**config.mk**
```make
export PLATFORM = sky130hd
export DESIGN_NAME = multi_mode_event_timer_table_flat
export DESIGN_NICKNAME = d
export VERILOG_FILES = /design/src/rtl/mmett_pkg.sv /design/src/rtl/mmett_if.sv /design/src/rtl/multi_mode_event_timer_table.sv /design/src/flat_wrapper.sv
export SDC_FILE = /design/constraint.sdc
export NUM_CORES = 2
export LEC_CHECK = 0
export BUFFER_PORTS_ARGS = -buffer_cell sky130_fd_sc_hd__buf_2
export CAP_MARGIN = 25
export CORE_ASPECT_RATIO = 1.25
export CORE_UTILIZATION = 35
export DETAILED_ROUTE_END_ITERATION = 7
export RECOVER_POWER = 25
export SYNTH_ARGS = -nofsm -noshare
export SYNTH_HDL_FRONTEND = slang
export SYNTH_SLANG_ARGS = --single-unit
export TNS_END_PERCENT = 100
```
**constraint.sdc**
```tcl
create_clock -name clk -period 14.5 [get_ports clk]
set_clock_uncertainty 0.2 [all_clocks]
set_input_delay 1.45 -clock clk [delete_from_list [all_inputs] [get_ports clk]]
set_output_delay 1.45 -clock clk [all_outputs]
set_load 0.02 [all_outputs]
```
**src/rtl/mmett_pkg.sv**
```systemverilog
// shared constants and codes for the multi-mode event timer table
`default_nettype none
package mmett_pkg;

  localparam int SLOTS       = 32;
  localparam int SLOT_W      = $clog2(SLOTS);
  localparam int COUNT_LIMIT = 1024;
  localparam int CMD_W       = 3;
  localparam int MODE_W      = 3;
  localparam int TIME_W      = 32;
  localparam int COUNT_W     = 10;
  localparam int FSLOT_W     = 5;

  localparam logic [COUNT_W-1:0] COUNT_MAX = COUNT_W'(COUNT_LIMIT - 1);

  // commands
  localparam logic [CMD_W-1:0] CMD_REGISTER = 3'd0;
  localparam logic [CMD_W-1:0] CMD_WAKE     = 3'd1;
  localparam logic [CMD_W-1:0] CMD_SLEEP    = 3'd2;
  localparam logic [CMD_W-1:0] CMD_ERASE    = 3'd3;
  localparam logic [CMD_W-1:0] CMD_TICK     = 3'd4;
  localparam logic [CMD_W-1:0] CMD_CHMODE   = 3'd5;

  // run modes; erase pending is internal only
  localparam logic [MODE_W-1:0] MODE_LOOP       = 3'd0;
  localparam logic [MODE_W-1:0] MODE_COUNT      = 3'd1;
  localparam logic [MODE_W-1:0] MODE_IVAL       = 3'd2;
  localparam logic [MODE_W-1:0] MODE_IVAL_COUNT = 3'd3;
  localparam logic [MODE_W-1:0] MODE_WINDOW     = 3'd4;
  localparam logic [MODE_W-1:0] MODE_ERASE      = 3'd5;

  // result kinds
  localparam logic KIND_FIRE  = 1'b0;
  localparam logic KIND_CLOSE = 1'b1;

endpackage
`default_nettype wire

```
**src/rtl/mmett_if.sv**
```systemverilog
// command and result channel interfaces of the event timer table
`default_nettype none
interface mmett_in_if;
  logic                               valid;
  logic                               ready;
  logic [mmett_pkg::CMD_W-1:0]        cmd;
  logic [mmett_pkg::FSLOT_W-1:0]      slot;
  logic [mmett_pkg::MODE_W-1:0]       mode;
  logic [mmett_pkg::TIME_W-1:0]       interval;
  logic [mmett_pkg::COUNT_W-1:0]      run_count;
  logic [mmett_pkg::TIME_W-1:0]       time_now;

  modport source (output valid, cmd, slot, mode, interval, run_count, time_now,
                  input ready);
  modport sink   (input valid, cmd, slot, mode, interval, run_count, time_now,
                  output ready);
endinterface

interface mmett_out_if;
  logic                               valid;
  logic                               ready;
  logic                               kind;
  logic [mmett_pkg::FSLOT_W-1:0]      fired_slot;
  logic [mmett_pkg::COUNT_W-1:0]      remaining;
  logic                               removed;
  logic                               last;

  modport source (output valid, kind, fired_slot, remaining, removed, last,
                  input ready);
  modport sink   (input valid, kind, fired_slot, remaining, removed, last,
                  output ready);
endinterface
`default_nettype wire

```
**src/rtl/multi_mode_event_timer_table.sv**
```systemverilog
// event timer table: slot store, command decode and sequential tick walker
//
// A table of 32 event slots driven by command beats on in_ch. Register,
// wake, sleep, erase and change-mode beats are accepted while idle and
// return nothing; the table is updated at the accepting edge and the next
// beat may follow in the next cycle.
// A tick beat starts a walk: one slot is examined per cycle, while the
// output register is free, in ascending order by a single shared
// subtract-and-compare unit (elapsed time against the stored interval).
// in_ch.ready is low while the walk runs and until the closing beat is
// loaded into the output register. Each slot that fires loads one beat
// into the out_ch output register; the closing beat (kind 1, last 1)
// follows the last slot.
// If the receiver stalls, the walk halts on the current slot until the
// output register is free.
// A command beat may be accepted while the closing beat still waits.
// Reset (rst_n low, synchronous) clears all slot valid bits, the output
// valid bit and the walker; slot contents are written before use.
`default_nettype none
module multi_mode_event_timer_table (
  input  wire logic   clk,
  input  wire logic   rst_n,
  mmett_in_if.sink    in_ch,
  mmett_out_if.source out_ch
);

  typedef enum logic [1:0] {ST_IDLE, ST_WALK, ST_CLOSE} state_t;

  localparam logic [mmett_pkg::SLOT_W-1:0] LAST_IDX =
    mmett_pkg::SLOT_W'(mmett_pkg::SLOTS - 1);
  localparam logic [mmett_pkg::FSLOT_W:0] SLOT_LIM =
    (mmett_pkg::FSLOT_W+1)'(mmett_pkg::SLOTS);

  state_t                              state_r, state_nxt;
  logic [mmett_pkg::SLOT_W-1:0]        idx_r, idx_nxt;
  logic [mmett_pkg::TIME_W-1:0]        now_r, now_nxt;
  logic [mmett_pkg::SLOTS-1:0]         valid_r, valid_nxt;

  logic                                out_valid_r, out_valid_nxt;
  logic                                kind_r, kind_nxt;
  logic [mmett_pkg::FSLOT_W-1:0]       fired_slot_r, fired_slot_nxt;
  logic [mmett_pkg::COUNT_W-1:0]       remaining_r, remaining_nxt;
  logic                                removed_r, removed_nxt;
  logic                                last_r, last_nxt;

  // slot store, no reset
  logic [mmett_pkg::MODE_W-1:0]        mode_mem     [mmett_pkg::SLOTS];
  logic                                awake_mem    [mmett_pkg::SLOTS];
  logic                                active_mem   [mmett_pkg::SLOTS];
  logic [mmett_pkg::COUNT_W-1:0]       count_mem    [mmett_pkg::SLOTS];
  logic [mmett_pkg::TIME_W-1:0]        interval_mem [mmett_pkg::SLOTS];
  logic [mmett_pkg::TIME_W-1:0]        last_mem     [mmett_pkg::SLOTS];

  logic                                in_acc, out_free, step;
  logic [mmett_pkg::SLOT_W-1:0]        cmd_idx;
  logic                                slot_ok, mode_ok;
  logic [mmett_pkg::COUNT_W-1:0]       cnt_sat;

  logic [mmett_pkg::MODE_W-1:0]        w_mode;
  logic                                w_live;
  logic [mmett_pkg::COUNT_W-1:0]       w_cnt;
  logic [mmett_pkg::TIME_W-1:0]        w_pass;
  logic                                w_gt, w_nz;
  logic                                fired, gone, upd_last;
  logic [mmett_pkg::COUNT_W-1:0]       new_cnt;

  assign in_ch.ready       = (state_r == ST_IDLE);
  assign in_acc            = in_ch.valid && in_ch.ready;
  assign out_free          = !out_valid_r || out_ch.ready;
  assign step              = (state_r == ST_WALK) && out_free;

  assign cmd_idx  = in_ch.slot[mmett_pkg::SLOT_W-1:0];
  assign slot_ok  = {1'b0, in_ch.slot} < SLOT_LIM;
  assign mode_ok  = in_ch.mode <= mmett_pkg::MODE_WINDOW;
  assign cnt_sat  = (in_ch.run_count > mmett_pkg::COUNT_MAX) ? mmett_pkg::COUNT_MAX
                                                               : in_ch.run_count;

  // shared evaluation unit for the slot under the walker
  assign w_mode = mode_mem[idx_r];
  assign w_live = valid_r[idx_r] && awake_mem[idx_r] && active_mem[idx_r];
  assign w_cnt  = count_mem[idx_r];
  assign w_pass = now_r - last_mem[idx_r];
  assign w_gt   = w_pass > interval_mem[idx_r];
  assign w_nz   = w_cnt != '0;

  always_comb begin
    fired    = 1'b0;
    gone     = 1'b0;
    upd_last = 1'b0;
    new_cnt  = w_cnt;
    case (w_mode)
      mmett_pkg::MODE_LOOP: begin
        fired = 1'b1;
      end
      mmett_pkg::MODE_COUNT: begin
        fired   = w_nz;
        new_cnt = w_nz ? w_cnt - 1'b1 : w_cnt;
        gone    = !w_nz || (w_cnt == mmett_pkg::COUNT_W'(1));
      end
      mmett_pkg::MODE_IVAL: begin
        fired    = w_gt;
        upd_last = w_gt;
      end
      mmett_pkg::MODE_IVAL_COUNT: begin
        fired    = w_nz && w_gt;
        upd_last = w_nz && w_gt;
        new_cnt  = (w_nz && w_gt) ? w_cnt - 1'b1 : w_cnt;
        gone     = !w_nz || ((w_cnt == mmett_pkg::COUNT_W'(1)) && w_gt);
      end
      mmett_pkg::MODE_WINDOW: begin
        fired = 1'b1;
        gone  = !w_gt && (w_pass != interval_mem[idx_r]) ? 1'b0 : 1'b1;
      end
      mmett_pkg::MODE_ERASE: begin
        gone = 1'b1;
      end
      default: begin
        fired = 1'b0;
      end
    endcase
  end

  // sequencer, valid bits and output register
  always_comb begin
    state_nxt      = state_r;
    idx_nxt        = idx_r;
    now_nxt        = now_r;
    valid_nxt      = valid_r;
    out_valid_nxt  = out_valid_r && !out_ch.ready;
    kind_nxt       = kind_r;
    fired_slot_nxt = fired_slot_r;
    remaining_nxt  = remaining_r;
    removed_nxt    = removed_r;
    last_nxt       = last_r;
    case (state_r)
      ST_IDLE: begin
        if (in_acc) begin
          if (in_ch.cmd == mmett_pkg::CMD_TICK) begin
            state_nxt = ST_WALK;
            idx_nxt   = '0;
            now_nxt   = in_ch.time_now;
          end else if (in_ch.cmd == mmett_pkg::CMD_REGISTER && slot_ok && mode_ok) begin
            valid_nxt[cmd_idx] = 1'b1;
          end
        end
      end
      ST_WALK: begin
        if (step) begin
          if (w_live) begin
            if (gone) valid_nxt[idx_r] = 1'b0;
            if (fired) begin
              out_valid_nxt  = 1'b1;
              kind_nxt       = mmett_pkg::KIND_FIRE;
              fired_slot_nxt = mmett_pkg::FSLOT_W'(idx_r);
              remaining_nxt  = new_cnt;
              removed_nxt    = gone;
              last_nxt       = 1'b0;
            end
          end
          if (idx_r == LAST_IDX) state_nxt = ST_CLOSE;
          else idx_nxt = idx_r + 1'b1;
        end
      end
      ST_CLOSE: begin
        if (out_free) begin
          out_valid_nxt  = 1'b1;
          kind_nxt       = mmett_pkg::KIND_CLOSE;
          fired_slot_nxt = '0;
          remaining_nxt  = '0;
          removed_nxt    = 1'b0;
          last_nxt       = 1'b1;
          state_nxt      = ST_IDLE;
        end
      end
      default: begin
        state_nxt = ST_IDLE;
      end
    endcase
  end

  always_ff @(posedge clk) begin
    if (!rst_n) begin
      state_r     <= ST_IDLE;
      idx_r       <= '0;
      valid_r     <= '0;
      out_valid_r <= 1'b0;
    end else begin
      state_r     <= state_nxt;
      idx_r       <= idx_nxt;
      valid_r     <= valid_nxt;
      out_valid_r <= out_valid_nxt;
    end
    now_r        <= now_nxt;
    kind_r       <= kind_nxt;
    fired_slot_r <= fired_slot_nxt;
    remaining_r  <= remaining_nxt;
    removed_r    <= removed_nxt;
    last_r       <= last_nxt;
  end

  // slot store writes: commands at acceptance, walker updates per step
  always_ff @(posedge clk) begin
    if (in_acc && slot_ok) begin
      case (in_ch.cmd)
        mmett_pkg::CMD_REGISTER: begin
          if (mode_ok) begin
            awake_mem[cmd_idx]    <= 1'b1;
            active_mem[cmd_idx]   <= 1'b0;
            mode_mem[cmd_idx]     <= in_ch.mode;
            interval_mem[cmd_idx] <= in_ch.interval;
            count_mem[cmd_idx]    <= (in_ch.mode inside {mmett_pkg::MODE_COUNT,
                                       mmett_pkg::MODE_IVAL_COUNT}) ? cnt_sat : '0;
            last_mem[cmd_idx]     <= in_ch.time_now;
          end
        end
        mmett_pkg::CMD_WAKE: begin
          if (valid_r[cmd_idx]) begin
            awake_mem[cmd_idx]  <= 1'b1;
            active_mem[cmd_idx] <= 1'b1;
            if (mode_mem[cmd_idx] inside {mmett_pkg::MODE_IVAL,
                                          mmett_pkg::MODE_IVAL_COUNT})
              last_mem[cmd_idx] <= in_ch.time_now;
          end
        end
        mmett_pkg::CMD_SLEEP: begin
          if (valid_r[cmd_idx]) awake_mem[cmd_idx] <= 1'b0;
        end
        mmett_pkg::CMD_ERASE: begin
          if (valid_r[cmd_idx]) mode_mem[cmd_idx] <= mmett_pkg::MODE_ERASE;
        end
        mmett_pkg::CMD_CHMODE: begin
          if (valid_r[cmd_idx] && mode_ok) begin
            mode_mem[cmd_idx] <= in_ch.mode;
            if (in_ch.mode inside {mmett_pkg::MODE_COUNT, mmett_pkg::MODE_IVAL_COUNT})
              count_mem[cmd_idx] <= cnt_sat;
            if (!(in_ch.mode inside {mmett_pkg::MODE_LOOP, mmett_pkg::MODE_COUNT})) begin
              interval_mem[cmd_idx] <= in_ch.interval;
              last_mem[cmd_idx]     <= in_ch.time_now;
            end
          end
        end
        default: begin
        end
      endcase
    end else if (step && w_live) begin
      count_mem[idx_r] <= new_cnt;
      if (upd_last) last_mem[idx_r] <= now_r;
    end
  end

  assign out_ch.valid      = out_valid_r;
  assign out_ch.kind       = kind_r;
  assign out_ch.fired_slot = fired_slot_r;
  assign out_ch.remaining  = remaining_r;
  assign out_ch.removed    = removed_r;
  assign out_ch.last       = last_r;

endmodule
`default_nettype wire

```
**src/flat_wrapper.sv**
```systemverilog
// flat-port wrapper written by rule: the top's interface ports become plain ports
module multi_mode_event_timer_table_flat 
  (clk, rst_n, in_ch_valid, in_ch_cmd, in_ch_slot, in_ch_mode, in_ch_interval, in_ch_run_count, in_ch_time_now, in_ch_ready, out_ch_valid, out_ch_kind, out_ch_fired_slot, out_ch_remaining, out_ch_removed, out_ch_last, out_ch_ready);
  mmett_in_if in_ch_i ();
  mmett_out_if out_ch_i ();
  input  wire logic clk;
  input  wire logic rst_n;
  input wire logic [$bits(in_ch_i.valid)-1:0] in_ch_valid;
  input wire logic [$bits(in_ch_i.cmd)-1:0] in_ch_cmd;
  input wire logic [$bits(in_ch_i.slot)-1:0] in_ch_slot;
  input wire logic [$bits(in_ch_i.mode)-1:0] in_ch_mode;
  input wire logic [$bits(in_ch_i.interval)-1:0] in_ch_interval;
  input wire logic [$bits(in_ch_i.run_count)-1:0] in_ch_run_count;
  input wire logic [$bits(in_ch_i.time_now)-1:0] in_ch_time_now;
  output wire logic [$bits(in_ch_i.ready)-1:0] in_ch_ready;
  output wire logic [$bits(out_ch_i.valid)-1:0] out_ch_valid;
  output wire logic [$bits(out_ch_i.kind)-1:0] out_ch_kind;
  output wire logic [$bits(out_ch_i.fired_slot)-1:0] out_ch_fired_slot;
  output wire logic [$bits(out_ch_i.remaining)-1:0] out_ch_remaining;
  output wire logic [$bits(out_ch_i.removed)-1:0] out_ch_removed;
  output wire logic [$bits(out_ch_i.last)-1:0] out_ch_last;
  input wire logic [$bits(out_ch_i.ready)-1:0] out_ch_ready;
  assign in_ch_i.valid = in_ch_valid;
  assign in_ch_i.cmd = in_ch_cmd;
  assign in_ch_i.slot = in_ch_slot;
  assign in_ch_i.mode = in_ch_mode;
  assign in_ch_i.interval = in_ch_interval;
  assign in_ch_i.run_count = in_ch_run_count;
  assign in_ch_i.time_now = in_ch_time_now;
  assign in_ch_ready = in_ch_i.ready;
  assign out_ch_valid = out_ch_i.valid;
  assign out_ch_kind = out_ch_i.kind;
  assign out_ch_fired_slot = out_ch_i.fired_slot;
  assign out_ch_remaining = out_ch_i.remaining;
  assign out_ch_removed = out_ch_i.removed;
  assign out_ch_last = out_ch_i.last;
  assign out_ch_i.ready = out_ch_ready;
  multi_mode_event_timer_table u_core (.clk(clk), .rst_n(rst_n), .in_ch(in_ch_i), .out_ch(out_ch_i));
endmodule
```
==> impl_metrics.tcl <==
set metrics [dict create \
    hold_violations 0 \
    design_area_sq_um 119000 \
    fillers 26323 \
    synth.largest_area_cell "edfxtp_1" \
    worst_slew_pin_slew_ns 3.46 \
    internal_power_w 0.0123 \
    crit_required_ns 14.85 \
    yosys_warnings 0 \
    wl_per_cell_microns 30.5 \
    p_sw_w 0.00332 \
    firstDrtPassIters 8 \
    reg2reg_slack_ns 3.80 \
    cts.clk_slew.worst_paths_ns 0.06 \
    synth_nets 5147 \
    fin_total_pwr_w 0.0156 \
    nets 5372 \
    netlist_area_sq_um 105000 \
    synth_most_common_cell "edfxtp_1" \
    cts-root-buf "clkbuf_16" \
    drc_errors 26 \
    avgSynthCellArea_sq_um 21.1 \
    die_x_microns 492 \
    ys_async_sr_fraction 0 \
    cp.depth 24 \
    switching_share 0.212 \
    ys_types 80 \
    placed_area_sq_um 111000 \
    numCtsBuffers 246 \
    cp_slowest_cell "dfxtp_4" \
    die_h_microns 615 \
    area_growth_pct 13.3 \
    numPortBuffers 108 \
    std_cell_rows 224 \
    crit_arrival_ns 11.05 \
    routed_wl_microns 286000 \
    hold_class "flop to flop" \
    synth.top_cell.area_share 0.736 \
    rsz0062_at_grt "false" \
    cts_max_level 4 \
    antenna_left 0 \
    violations "DRC, capacitance limit, slew limit" \
    finalSetupViolations 0 \
    worstSetupEndpoint "u_core.last_mem[17][13]" \
    r2r_cells 24 \
    clock_latency_ns 0.93 \
    cts_num_sinks 2622 \
    grt_max_degree 135 \
    gr-total-overflow 0 \
    tns_ns 0 \
    r2r-end "u_core.last_mem[17][13]" \
    period_minus_slack_ns 10.70 \
    vias_per_cell 5.59 \
    drtIter0Drc 5581 \
    finalMaxSlewViolations 183 \
    syn_inst 4983 \
    p_per_area_nw_per_um2 131 \
    synth_seq_cells 2622 \
    path_buf_inv 4 \
    crit_family "compound AO/OA/AOI/OAI gates" \
    cap_violations 5 \
    core_area_sq_um 298000 \
    critPathLaunchType "flop" \
    grt_pass1_vias 53301 \
    hold_buffers 0 \
    layout-drive-gt1-share 0.258 \
    track_usage 0.187 \
    p_leak_nw 36.1 \
    max_stage_delay_ns 0.90 \
    hp-start "u_core.valid_r[0]" \
    gp_congestion 0.841 \
    max_slew_margin -1.30 \
    start_util 0.352 \
    synth_edf_count 2577 \
    place.detailed.hpwl_microns 160000 \
    clockBufferDepth 4 \
    crit_fanout 89 \
    crit_top_cell "buf_4" \
    status "finished with violations" \
    dieArea_sq_um 303000 \
    cts_setup_buffers 0 \
    seq_power_share 0.535 \
    ir_drop_uv 104 \
    vias 52407 \
    yosysSeqAreaShare 0.745 \
    clock.fmax_mhz 93.5 \
    ios 109 \
    fin_crit_sh 0.738 \
    postCtsResizedCells 0 \
    crit_chain "buf_12, buf_4, mux4_2, mux4_2, mux2i_1, ha_1, and2_1, o21a_1, a211oi_1, o21ai_0, a21o_1, a21oi_1, xnor2_1, ha_1, nand4_1, nor2_1, a41oi_1, a31oi_1, o21ai_0, buf_4, or4b_4, o32a_1, nor2_4, buf_4" \
    synthTopCellsByArea "edfxtp_1 (74%), mux4_2 (15%), mux2i_1 (1.8%)" \
    critPathKind "flop to flop" \
    yosys-top-cells-count "edfxtp_1 (2577), mux4_2 (711), nor2_1 (241)" \
    cts_tree "yes" \
    worstSetupEndpointType "flop" \
    share_comb_of_total_power 0.049 \
    ys.flop_type "edfxtp_1" \
    power_frac_clock 0.416 \
    antenna_found_initial 45 \
    grt_pass1_wl_microns 405000 \
]
## cell families (layout without fill, tap and decap cells)
| family | Yosys count | count (layout) | share of synthesized area |
|---|---|---|---|
| AO/OA/AOI/OAI | 357 | 357 | 0.0223 |
| XOR/XNOR | 36 | 36 | 0.00300 |
| AND/OR/NAND/NOR | 644 | 644 | 0.0312 |
| buffers and inverters | 297 | 725 | 0.0133 |
| other | 0 | 16 | 0 |
| multiplexers | 952 | 952 | 0.176 |
| adder cells (fa/ha/maj) | 75 | 75 | 0.00900 |
| flip-flops | 2622 | 2622 | 0.745 |
## final cells by class
class                      instances  area (sq um)  share of cell area
multi-input combinational       2064         26100               0.219
antenna                           16          40.0            0.000336
inverter                          29           118            0.000987
clock buffer                     297          6440              0.0541
timing repair buffer             245          1590              0.0133
tap                             3955          4950              0.0415
clock inverter                   154          1590              0.0134
sequential                      2622         78300               0.657
## stage by stage
| stage | worst slack, ns | util | cells | hold slack (ns) |
|---|---|---|---|---|
| finish | 3.80 | 0.399 | 9382 | 0.372 |
| global route | 3.26 | 0.399 | 9371 | 0.398 |
| global placement | 3.58 | 0.372 | 8904 | 0.342 |
| floorplan | 4.98 | - | 4983 | 0.314 |
| CTS | 3.63 | 0.400 | 9361 | 0.368 |
| detailed placement | 3.66 | 0.373 | 8910 | 0.353 |
## per-layer routing
metal / track usage / part of all wire
met4: 0.0475 / 0.025
met2: 0.322 / 0.51
met5: 0 / 0.00047
met3: 0.0311 / 0.068
met1: 0.244 / 0.40
## power by group through the flow
stage                     logic, W  registers [W]  clock network (W)
after floorplan           0.000509        0.00852                  0
after global placement    0.000767        0.00852                  0
after detailed placement  0.000780        0.00852                  0
after CTS                 0.000782        0.00836            0.00660
after global routing      0.000829        0.00836            0.00687
final                     0.000771        0.00836            0.00650
## worst min-delay path by stage
stage                              end  slack (ns)  cells past startpoint
finish               u_core.valid_r[0]        0.37                      2
detailed placement  u_core.valid_r[20]        0.35                      2
floorplan           u_core.valid_r[23]        0.31                      2
global placement    u_core.valid_r[20]        0.34                      2
CTS                 u_core.valid_r[21]        0.37                      2
global route        u_core.valid_r[12]        0.40                      2
## tightest hold or removal path: cells and delay by family, from the launching register on
kind            cells  cell delay, ns
flops               1            0.32
compound gates      2            0.20
## placed cells by master, fill, tap and decap left out, drive strengths merged, types with 6 or more instances in the layout
| master | count |
|---|---|
| nand3 | 61 |
| o22ai | 35 |
| a21oi | 60 |
| buf | 156 |
| mux2i | 188 |
| mux4 | 714 |
| and3 | 16 |
| diode | 16 |
| a211oi | 17 |
| inv | 31 |
| nand2 | 115 |
| a22oi | 55 |
| nor2 | 242 |
| o21a | 8 |
| nand4 | 22 |
| xnor2 | 27 |
| xor2 | 9 |
| nor4 | 8 |
| or3 | 6 |
| and2 | 47 |
| ha | 74 |
| a31oi | 43 |
| clkinv | 105 |
| clkbuf | 386 |
| and3b | 6 |
| a21o | 10 |
| nor3 | 14 |
| nand2b | 18 |
| or4b | 6 |
| or4bb | 6 |
| bufinv | 28 |
| o21ai | 82 |
| mux2 | 50 |
| clkinvlp | 19 |
| nor2b | 34 |
| nand3b | 17 |
| edfxtp | 2577 |
| dfxtp | 45 |
| or2 | 6 |
| nand4b | 6 |
## state kept, by name (all words and copies together), names as in the netlist, 10 cells and up, named ones only
register / flops
u_core.awake_mem: 32
u_core.last_mem: 1024
u_core.out_ch.remaining: 10
u_core.now_r: 32
u_core.valid_r: 32
u_core.count_mem: 320
u_core.active_mem: 32
u_core.interval_mem: 1024
u_core.mode_mem: 96
Power figures use the tool's default switching activity.
